===== src/rtl/rc4fb_pkg.sv =====
// ============================================================================
// RC4 feedback cipher package
// Shared types and constants for the RC4-style cipher with plaintext feedback.
// ============================================================================
package rc4fb_pkg;

    // Table and byte geometry.
    localparam int unsigned TABLE_DEPTH = 256;
    localparam logic [7:0]  BYTE_MAX    = 8'hFF;

    // Input item modes.
    typedef enum logic [1:0] {
        MODE_KEY  = 2'd0,
        MODE_DEC  = 2'd1,
        MODE_ENC  = 2'd2,
        MODE_RSVD = 2'd3
    } t_mode;

    // Controller states.
    typedef enum logic [3:0] {
        S_CLEAR,
        S_IDLE,
        S_FILL,
        S_KS_RD,
        S_KS_ACC,
        S_KS_W1,
        S_KS_W2,
        S_KS_END,
        S_D_RDJ,
        S_D_SWI,
        S_D_SWJ,
        S_D_OUT
    } t_state;

    // Datapath operations issued by the controller.
    typedef enum logic [3:0] {
        DP_NOP,
        DP_ACCEPT,
        DP_FILL,
        DP_KS_RD,
        DP_KS_ACC,
        DP_KS_W1,
        DP_KS_W2,
        DP_KS_END,
        DP_D_RDJ,
        DP_D_SWI,
        DP_D_SWJ,
        DP_D_OUT
    } t_dp_op;

    // Controller to datapath command.
    typedef struct packed {
        t_dp_op op;
    } t_cmd;

    // Datapath to controller status.
    typedef struct packed {
        logic sweep_last;
    } t_stat;

endpackage


===== src/rtl/rc4fb_if.sv =====
// ============================================================================
// RC4 feedback cipher channel interfaces
// Valid/ready channels for input items and result bytes.
// ============================================================================

// Input item channel: one transfer carries mode, data byte and key flag.
interface rc4fb_in_if;
    logic       valid;
    logic       ready;
    logic [1:0] mode;
    logic [7:0] data_byte;
    logic       last_key;

    modport source (output valid, output mode, output data_byte, output last_key,
                    input ready);
    modport sink   (input valid, input mode, input data_byte, input last_key,
                    output ready);
endinterface

// Result channel: one transfer carries one output byte.
interface rc4fb_out_if;
    logic       valid;
    logic       ready;
    logic [7:0] out_byte;

    modport source (output valid, output out_byte, input ready);
    modport sink   (input valid, input out_byte, output ready);
endinterface


===== src/rtl/rc4fb_ctrl.sv =====
// ============================================================================
// RC4 feedback cipher controller
// Sequences the reset clear, key schedule and data byte steps, and owns the
// input ready and output valid handshake signals.
// ============================================================================
module rc4fb_ctrl (
    input  logic              i_clk,
    input  logic              i_rst_n,
    input  logic              i_in_valid,
    input  logic [1:0]        i_in_mode,
    input  logic              i_in_last_key,
    output logic              o_in_ready,
    output logic              o_out_valid,
    input  logic              i_out_ready,
    output rc4fb_pkg::t_cmd   o_cmd,
    input  rc4fb_pkg::t_stat  i_stat
);
    import rc4fb_pkg::*;

    t_state r_state;
    t_state n_state;
    logic   r_out_valid;
    logic   n_out_valid;
    logic   out_load;

    // The result register can take a new byte when empty or being drained.
    assign out_load = (r_state == S_D_OUT) && (!r_out_valid || i_out_ready);

    // State register and output valid flag.
    always_ff @(posedge i_clk) begin
        if (!i_rst_n) begin
            r_state     <= S_CLEAR;
            r_out_valid <= 1'b0;
        end else begin
            r_state     <= n_state;
            r_out_valid <= n_out_valid;
        end
    end

    // Output valid: set on load, cleared when the waiting byte is transferred.
    always_comb begin
        if (out_load) begin
            n_out_valid = 1'b1;
        end else if (i_out_ready) begin
            n_out_valid = 1'b0;
        end else begin
            n_out_valid = r_out_valid;
        end
    end

    // Next state.
    always_comb begin
        n_state = r_state;
        unique case (r_state)
            S_CLEAR: begin
                if (i_stat.sweep_last) n_state = S_IDLE;
            end
            S_IDLE: begin
                if (i_in_valid) begin
                    priority if (i_in_mode == MODE_KEY && i_in_last_key) begin
                        n_state = S_FILL;
                    end else if (i_in_mode == MODE_DEC || i_in_mode == MODE_ENC) begin
                        n_state = S_D_RDJ;
                    end else begin
                        n_state = S_IDLE;
                    end
                end
            end
            S_FILL: begin
                if (i_stat.sweep_last) n_state = S_KS_RD;
            end
            S_KS_RD:  n_state = S_KS_ACC;
            S_KS_ACC: n_state = S_KS_W1;
            S_KS_W1:  n_state = S_KS_W2;
            S_KS_W2: begin
                n_state = i_stat.sweep_last ? S_KS_END : S_KS_RD;
            end
            S_KS_END: n_state = S_IDLE;
            S_D_RDJ:  n_state = S_D_SWI;
            S_D_SWI:  n_state = S_D_SWJ;
            S_D_SWJ:  n_state = S_D_OUT;
            S_D_OUT: begin
                if (out_load) n_state = S_IDLE;
            end
            default: n_state = S_CLEAR;
        endcase
    end

    // Outputs: handshake and datapath command.
    always_comb begin
        o_in_ready = 1'b0;
        o_cmd.op   = DP_NOP;
        unique case (r_state)
            S_CLEAR:  o_cmd.op = DP_FILL;
            S_IDLE: begin
                o_in_ready = 1'b1;
                if (i_in_valid) o_cmd.op = DP_ACCEPT;
            end
            S_FILL:   o_cmd.op = DP_FILL;
            S_KS_RD:  o_cmd.op = DP_KS_RD;
            S_KS_ACC: o_cmd.op = DP_KS_ACC;
            S_KS_W1:  o_cmd.op = DP_KS_W1;
            S_KS_W2:  o_cmd.op = DP_KS_W2;
            S_KS_END: o_cmd.op = DP_KS_END;
            S_D_RDJ:  o_cmd.op = DP_D_RDJ;
            S_D_SWI:  o_cmd.op = DP_D_SWI;
            S_D_SWJ:  o_cmd.op = DP_D_SWJ;
            S_D_OUT: begin
                if (out_load) o_cmd.op = DP_D_OUT;
            end
            default:  o_cmd.op = DP_NOP;
        endcase
    end

    assign o_out_valid = r_out_valid;

endmodule


===== src/rtl/rc4fb_dpath.sv =====
// ============================================================================
// RC4 feedback cipher datapath
// Holds the permutation table, key store, indices, feedback and the result
// register, and carries out one operation per cycle as commanded.
// ============================================================================
module rc4fb_dpath #(
    parameter int unsigned KEY_MAX = 32
) (
    input  logic              i_clk,
    input  logic              i_rst_n,
    input  rc4fb_pkg::t_cmd   i_cmd,
    output rc4fb_pkg::t_stat  o_stat,
    input  logic [1:0]        i_mode,
    input  logic [7:0]        i_data_byte,
    output logic [7:0]        o_out_byte
);
    import rc4fb_pkg::*;

    localparam int unsigned CW = $clog2(KEY_MAX + 1);
    localparam int unsigned KW = (KEY_MAX > 1) ? $clog2(KEY_MAX) : 1;

    // Memories.
    logic [7:0] perm_mem [0:TABLE_DEPTH-1];
    logic [7:0] key_mem  [0:KEY_MAX-1];

    // Control registers.
    logic [7:0]    r_n;
    logic [KW-1:0] r_k;
    logic [CW-1:0] r_count;
    logic [7:0]    r_acc;
    logic [7:0]    r_i;
    logic [7:0]    r_j;
    logic [7:0]    r_fb;

    // Payload registers.
    logic [7:0] r_s_rd;
    logic [7:0] r_key_rd;
    logic [7:0] r_sn;
    logic [7:0] r_si;
    logic [7:0] r_t;
    logic [7:0] r_data;
    logic       r_dec;
    logic [7:0] r_out;

    // Memory port controls.
    logic          s_we;
    logic [7:0]    s_waddr;
    logic [7:0]    s_wdata;
    logic          s_re;
    logic [7:0]    s_raddr;
    logic          k_we;
    logic [KW-1:0] k_raddr;

    // Arithmetic.
    logic [7:0]    acc_n;
    logic [7:0]    i_inc;
    logic [7:0]    j_n;
    logic [CW-1:0] k_inc;
    logic [KW-1:0] k_n;
    logic [7:0]    ks_byte;
    logic [7:0]    res_byte;
    logic          is_data;
    logic          key_room;

    assign acc_n    = r_acc + r_key_rd + r_s_rd;
    assign i_inc    = r_i + 8'd1;
    assign j_n      = r_j + r_s_rd;
    assign k_inc    = CW'(r_k) + CW'(1);
    assign k_n      = (k_inc == r_count) ? '0 : k_inc[KW-1:0];
    assign is_data  = (i_mode == MODE_DEC) || (i_mode == MODE_ENC);
    assign key_room = (r_count < CW'(KEY_MAX));

    // Keystream byte; the swapped entry at j is forwarded when read in the
    // same cycle it was written.
    assign ks_byte  = (r_t == r_j) ? r_si : r_s_rd;
    assign res_byte = r_data ^ ks_byte ^ r_fb;

    assign o_stat.sweep_last = (r_n == BYTE_MAX);

    // Memory port selection per operation.
    always_comb begin
        s_we    = 1'b0;
        s_waddr = r_n;
        s_wdata = r_n;
        s_re    = 1'b0;
        s_raddr = r_n;
        k_we    = 1'b0;
        k_raddr = '0;
        unique case (i_cmd.op)
            DP_ACCEPT: begin
                k_we    = (i_mode == MODE_KEY) && key_room;
                s_re    = is_data;
                s_raddr = i_inc;
            end
            DP_FILL: begin
                s_we = 1'b1;
            end
            DP_KS_RD: begin
                s_re    = 1'b1;
                k_raddr = r_k;
            end
            DP_KS_ACC: begin
                s_re    = 1'b1;
                s_raddr = acc_n;
            end
            DP_KS_W1: begin
                s_we    = 1'b1;
                s_wdata = r_s_rd;
            end
            DP_KS_W2: begin
                s_we    = 1'b1;
                s_waddr = r_acc;
                s_wdata = r_sn;
            end
            DP_D_RDJ: begin
                s_re    = 1'b1;
                s_raddr = j_n;
            end
            DP_D_SWI: begin
                s_we    = 1'b1;
                s_waddr = r_i;
                s_wdata = r_s_rd;
            end
            DP_D_SWJ: begin
                s_we    = 1'b1;
                s_waddr = r_j;
                s_wdata = r_si;
                s_re    = 1'b1;
                s_raddr = r_t;
            end
            DP_NOP, DP_KS_END, DP_D_OUT: begin
            end
            default: begin
            end
        endcase
    end

    // Permutation table memory with registered, read-first data.
    always_ff @(posedge i_clk) begin
        if (s_we) perm_mem[s_waddr] <= s_wdata;
        if (s_re) r_s_rd <= perm_mem[s_raddr];
    end

    // Key store memory with registered read data.
    always_ff @(posedge i_clk) begin
        if (k_we) key_mem[r_count[KW-1:0]] <= i_data_byte;
        r_key_rd <= key_mem[k_raddr];
    end

    // Sweep counter, key index, accumulator, indices, feedback and key count.
    always_ff @(posedge i_clk) begin
        if (!i_rst_n) begin
            r_n     <= '0;
            r_k     <= '0;
            r_count <= '0;
            r_acc   <= '0;
            r_i     <= '0;
            r_j     <= '0;
            r_fb    <= '0;
        end else begin
            unique case (i_cmd.op)
                DP_ACCEPT: begin
                    if (k_we) r_count <= r_count + CW'(1);
                    if (is_data) r_i <= i_inc;
                end
                DP_FILL: begin
                    r_n <= r_n + 8'd1;
                end
                DP_KS_ACC: begin
                    r_acc <= acc_n;
                end
                DP_KS_W2: begin
                    r_n <= r_n + 8'd1;
                    r_k <= k_n;
                end
                DP_KS_END: begin
                    r_fb    <= r_key_rd;
                    r_i     <= '0;
                    r_j     <= '0;
                    r_count <= '0;
                    r_k     <= '0;
                    r_acc   <= '0;
                end
                DP_D_RDJ: begin
                    r_j <= j_n;
                end
                DP_D_OUT: begin
                    r_fb <= r_fb ^ (r_dec ? res_byte : r_data);
                end
                DP_NOP, DP_KS_RD, DP_KS_W1, DP_D_SWI, DP_D_SWJ: begin
                end
                default: begin
                end
            endcase
        end
    end

    // Payload captures.
    always_ff @(posedge i_clk) begin
        if (i_cmd.op == DP_ACCEPT) begin
            r_data <= i_data_byte;
            r_dec  <= (i_mode == MODE_DEC);
        end
        if (i_cmd.op == DP_KS_ACC) r_sn <= r_s_rd;
        if (i_cmd.op == DP_D_RDJ)  r_si <= r_s_rd;
        if (i_cmd.op == DP_D_SWI)  r_t  <= r_si + r_s_rd;
        if (i_cmd.op == DP_D_OUT)  r_out <= res_byte;
    end

    assign o_out_byte = r_out;

endmodule


===== src/rtl/rc4_feedback_stream_cipher.sv =====
// ============================================================================
// RC4 feedback stream cipher
// Byte-wide RC4-style cipher with a plaintext feedback register, built as a
// controller and a datapath around one permutation table memory.
// ============================================================================
//
//  Channel   Direction  Payload                         Transfer
//  i_in      in         mode, data_byte, last_key       valid & ready
//  o_out     out        out_byte (data modes only)      valid & ready
//
//  A key byte without the last flag, or a reserved mode, is accepted and the block stays idle.
//  A data byte runs through these steps: accept with the read at i, the read at j, two swap
//  writes with the keystream read in the second, and the result load.
//  The last key byte runs: accept, an identity fill of all 256 table entries, 256 schedule
//  steps (read, accumulate, two writes) and a closing step. Reset starts the same fill, input closed.
//  A full, stalled result register holds the next data byte in its last step.
//
module rc4_feedback_stream_cipher #(
    parameter int unsigned KEY_MAX = 32
) (
    input  logic i_clk,
    input  logic i_rst_n,
    rc4fb_in_if.sink    i_in,
    rc4fb_out_if.source o_out
);
    import rc4fb_pkg::*;

    t_cmd  cmd;
    t_stat stat;

    // Sequencing and handshake control.
    rc4fb_ctrl u_ctrl (
        .i_clk         (i_clk),
        .i_rst_n       (i_rst_n),
        .i_in_valid    (i_in.valid),
        .i_in_mode     (i_in.mode),
        .i_in_last_key (i_in.last_key),
        .o_in_ready    (i_in.ready),
        .o_out_valid   (o_out.valid),
        .i_out_ready   (o_out.ready),
        .o_cmd         (cmd),
        .i_stat        (stat)
    );

    // Table, key store and cipher arithmetic.
    rc4fb_dpath #(
        .KEY_MAX (KEY_MAX)
    ) u_dpath (
        .i_clk       (i_clk),
        .i_rst_n     (i_rst_n),
        .i_cmd       (cmd),
        .o_stat      (stat),
        .i_mode      (i_in.mode),
        .i_data_byte (i_in.data_byte),
        .o_out_byte  (o_out.out_byte)
    );

endmodule


===== src/flat_wrapper.sv =====
// flat-port wrapper written by rule: the top's interface ports become plain ports
module rc4_feedback_stream_cipher_flat import rc4fb_pkg::*;
#(
    parameter int unsigned KEY_MAX = 32
)
  (i_clk, i_rst_n, i_in_valid, i_in_mode, i_in_data_byte, i_in_last_key, i_in_ready, o_out_valid, o_out_out_byte, o_out_ready);
  rc4fb_in_if i_in_i ();
  rc4fb_out_if o_out_i ();
  input  logic i_clk;
  input  logic i_rst_n;
  input wire logic [$bits(i_in_i.valid)-1:0] i_in_valid;
  input wire logic [$bits(i_in_i.mode)-1:0] i_in_mode;
  input wire logic [$bits(i_in_i.data_byte)-1:0] i_in_data_byte;
  input wire logic [$bits(i_in_i.last_key)-1:0] i_in_last_key;
  output wire logic [$bits(i_in_i.ready)-1:0] i_in_ready;
  output wire logic [$bits(o_out_i.valid)-1:0] o_out_valid;
  output wire logic [$bits(o_out_i.out_byte)-1:0] o_out_out_byte;
  input wire logic [$bits(o_out_i.ready)-1:0] o_out_ready;
  assign i_in_i.valid = i_in_valid;
  assign i_in_i.mode = i_in_mode;
  assign i_in_i.data_byte = i_in_data_byte;
  assign i_in_i.last_key = i_in_last_key;
  assign i_in_ready = i_in_i.ready;
  assign o_out_valid = o_out_i.valid;
  assign o_out_out_byte = o_out_i.out_byte;
  assign o_out_i.ready = o_out_ready;
  rc4_feedback_stream_cipher #(.KEY_MAX(KEY_MAX)) u_core (.i_clk(i_clk), .i_rst_n(i_rst_n), .i_in(i_in_i), .o_out(o_out_i));
endmodule

===== config.mk =====
export PLATFORM = sky130hd
export DESIGN_NAME = rc4_feedback_stream_cipher_flat
export DESIGN_NICKNAME = d
export VERILOG_FILES = /design/src/rtl/rc4fb_pkg.sv /design/src/rtl/rc4fb_if.sv /design/src/rtl/rc4fb_ctrl.sv /design/src/rtl/rc4fb_dpath.sv /design/src/rtl/rc4_feedback_stream_cipher.sv /design/src/flat_wrapper.sv
export SDC_FILE = /design/constraint.sdc
export NUM_CORES = 2
export LEC_CHECK = 0
export BUFFER_PORTS_ARGS = -buffer_cell sky130_fd_sc_hd__buf_2
export CORE_MARGIN = 2
export CORE_UTILIZATION = 62
export CTS_CLUSTER_DIAMETER = 60
export CTS_CLUSTER_SIZE = 20
export DETAILED_ROUTE_END_ITERATION = 7
export GPL_ROUTABILITY_DRIVEN = 0
export PLACE_DENSITY_LB_ADDON = 0.2
export RECOVER_POWER = 25
export SETUP_SLACK_MARGIN = 0.2
export SYNTH_ARGS = -nofsm -noshare
export SYNTH_HDL_FRONTEND = slang
export SYNTH_HIERARCHICAL = 1
export SYNTH_SLANG_ARGS = --single-unit

===== constraint.sdc =====
create_clock -name i_clk -period 29.4 [get_ports i_clk]
set_clock_uncertainty 0.2 [all_clocks]
set_input_delay 1.47 -clock i_clk [delete_from_list [all_inputs] [get_ports i_clk]]
set_output_delay 1.47 -clock i_clk [all_outputs]
set_load 0.02 [all_outputs]

==> results_dict.tcl <==
set metrics [dict create \
    status "finished, violations left" \
    violations "capacitance limit, slew limit" \
    cap_violations 14 \
    start_util_pct 62.4 \
    grt_pass1_wl_um 401000 \
    path_class "in -> reg" \
    tightest_slew_ns 10.04 \
    maxSlewViolCount 905 \
    finalHoldViolCount 0 \
    drive_gt1_share_pct 7.58 \
    rr_worst_depth 11 \
    comb_power_share_pct 6.3 \
    ys_warn_count 6 \
    max-slew-margin-rel_pct -569 \
    max_stage_delay_ns 6.78 \
    fmax_mhz 79.4 \
    worst_slack_ns 16.80 \
    timing.rr.start "u_core/u_ctrl/r_state[1]" \
    fp.coreArea_um2 158000 \
    switching_power_mw 1.47 \
    multiInputGateArea_um2 24800 \
    rsz0062_at_grt "false" \
    syn_area_um2 98800 \
    end_kind "flip-flop" \
    grt-ovfl-total 0 \
    ctsResizeCount 0 \
    cpMostUsedCell "clkbuf_1" \
    antenna_found_initial 7 \
    cts_buffer_depth 3 \
    ir_drop_mv 0.0602 \
    grt_max_degree 213 \
    rrSetupSlack_ns 16.85 \
    critPathLaunchType "primary input" \
    clkSinkCount 2417 \
    layout_commonest_cell "edfxtp_1" \
    drt_iter0_markers 10468 \
    cts_root_buffer "clkbuf_16" \
    nNetsFinal 7053 \
    worstHoldEndpoint "u_core/u_dpath/r_acc[4]" \
    synth-edff-count 2353 \
    wl_um 278000 \
    synth_ff_type "edfxtp_1" \
    yosysUniqueCellTypes 95 \
    dpl_worst_slack_ns 20.71 \
    htree_levels 4 \
    min_path_cells 2 \
    fill_cells 10725 \
    final_cell_mix "2,353 x edfxtp_1, 1,556 x nand2_1, 651 x nand3_1" \
    ys_seq_area_share_pct 72.8 \
    min_period_ns 12.60 \
    finalNonFillerCells 9161 \
    post_drt_wl_per_cell_um 30.3 \
    io_pins 25 \
    r2r-end "u_core/u_dpath/perm_mem[33][7]" \
    p_leak_nw 35.9 \
    rows 146 \
    drtPass1Iterations 8 \
    finalSetupViolations 0 \
    ys_ff_latch 2417 \
    cts_tree "built" \
    hp-class "reg -> reg" \
    crit_fanout 208 \
    grt_pass1_vias 57912 \
    cp_cell_sequence "clkbuf_1 > nand2b_1 > a21oi_1 > o22ai_1 > clkbuf_1 > inv_1 > nor3b_1 > clkbuf_1 > a222oi_1 > o21ai_4 > clkbuf_1" \
    detail-route-antenna-nets 0 \
    cp_slowest_cell "clkbuf_1" \
    clock_latency_ns 0.83 \
    clockPowerShare_pct 35.3 \
    critPathRequiredTime_ns 28.35 \
    numPortBuffers 24 \
    hpwl_um 164000 \
    drc 0 \
    period_share_pct 42.8 \
    crit_path_start "o_out_ready" \
    p_seq_share_pct 58.4 \
    synth_area_per_cell_um2 13.8 \
    hold_path_startpoint "u_core/u_dpath/r_acc[4]" \
    syn_inst 7147 \
    vias 62546 \
    fp.dieArea_um2 163000 \
    crit_arrival_ns 11.55 \
    hold_buffers 0 \
    die_h_um 403 \
    clk_pin_slew_ns 0.08 \
    finish.utilization_pct 66.7 \
    synthToLayoutAreaGrowth_pct 6.94 \
    vias_per_cell 6.83 \
    dieWidth_um 403 \
    p_per_area_nw_per_um2 61.0 \
    seqCellArea_um2 71900 \
    synth_nets 7202 \
    ys_async_sr_fraction_pct 0 \
    post_cts_buffers 0 \
    swShare_pct 22.8 \
    fin_setup_tns_ns 0 \
    p_int_mw 4.97 \
    dpl.cell_count 8911 \
    grtUsageTotal_pct 33.9 \
    cts_buffers 157 \
]
==> Yosys cell counts (16+ instances only) <==
master       n  area share [%]
a21oi_1    106            0.54
mux2_2      20            0.23
dfxtp_1     64             1.3
nor3_1      28            0.14
xor2_1      38            0.34
edfxtp_1  2353              71
xnor2_1     34            0.30
a32oi_1     64            0.57
a221oi_1    23            0.20
a22oi_1     60            0.46
nand3_1    651             3.3
and2_1      24            0.15
buf_2      214             1.1
ha_1        30            0.38
nor2_1     456             1.7
mux2i_1    203             2.1
buf_1       49            0.19
o21ai_0    106            0.54
nor4_1      20            0.13
a31oi_1     84            0.53
inv_1       46            0.17
nor2b_1     16            0.10
o211ai_1    58            0.44
nand4_1     66            0.42
clkbuf_1   168            0.64
and3_1     122            0.77
nand2_1   1560             5.9
a211oi_1    59            0.45
buf_4       27            0.21
mux4_2     121             2.8
==> how the worst max path moves through the flow <==
stage	to	slack, ns	cells after the start
global placement	u_core/u_dpath/r_s_rd[3]	20.78	19
detailed placement	u_core/u_dpath/r_s_rd[3]	20.71	19
CTS	u_core/u_dpath/r_s_rd[3]	21.56	19
finish	u_core/u_dpath/perm_mem[33][7]	16.80	11
global route	u_core/u_dpath/perm_mem[115][7]	16.31	11
floorplan	u_core/u_dpath/perm_mem[0][0]	14.40	6
==> sequential cells by signal, indices dropped and copies added (netlist names), 4 cells and up <==
signal / cells
u_core/u_ctrl/r_state: 4
u_core/u_dpath/key_mem: 256
u_core/u_dpath/o_out_byte: 8
u_core/u_dpath/perm_mem: 2048
u_core/u_dpath/r_acc: 8
u_core/u_dpath/r_count: 6
u_core/u_dpath/r_data: 8
u_core/u_dpath/r_fb: 8
u_core/u_dpath/r_i: 8
u_core/u_dpath/r_j: 8
u_core/u_dpath/r_k: 5
u_core/u_dpath/r_key_rd: 8
u_core/u_dpath/r_n: 8
u_core/u_dpath/r_s_rd: 8
u_core/u_dpath/r_si: 8
u_core/u_dpath/r_sn: 8
u_core/u_dpath/r_t: 8
==> kinds of logic (layout without fill, tap and decap cells) <==
kind of cell	Yosys count	after routing	share of synthesized area, %
mux	344	344	5.04
flops	2417	2417	72.8
compound gates	755	755	5.45
buf+inv	508	448	2.31
simple gates	3011	3011	13.2
other cells	0	2	0
xor+xnor	72	72	0.638
fa+ha+maj	40	40	0.582
==> per-stage QoR <==
stage	total power [mW]	instance area, µm²	hold slack, ns
after floorplan	4.11	98800	0.281
after global placement	4.23	101000	0.303
after detailed placement	4.23	101000	0.311
after CTS	6.44	106000	0.322
after global routing	6.59	106000	0.366
final	6.44	106000	0.325
==> worst max-delay path, delay by kind of cell <==
family / cells / cell delay [ns]
AO/OA/AOI/OAI: 4 / 0.68
AND/OR/NAND/NOR: 2 / 0.42
buffers and inverters: 5 / 8.61
==> power groups by stage <==
stage,Clock [mW],Combinational (mW),Sequential [mW]
after floorplan,0,0.253,3.86
after global placement,0,0.390,3.84
after detailed placement,0,0.396,3.84
after CTS,2.29,0.397,3.76
after global routing,2.40,0.427,3.76
final,2.28,0.407,3.76
==> layer usage <==
metal	vias to the layer above	global-route usage, %	routed length [µm]
met5	-	0	76
met4	10	17.6	16500
met3	770	8.27	36600
met2	4497	50.2	124000
met1	30875	47.4	100000
li1	26394	-	-
==> layout make-up <==
cell class / count / area share, %
clock inverters: 76 / 0.883
multi-input cells: 4222 / 23.5
repair buffers: 151 / 1.12
inverters: 49 / 0.174
diodes: 2 / 0.00474
well taps: 2072 / 2.45
flip-flops and latches: 2417 / 68.1
clock buffers: 172 / 3.81
Note: power is estimated with default switching activity, not from simulation.
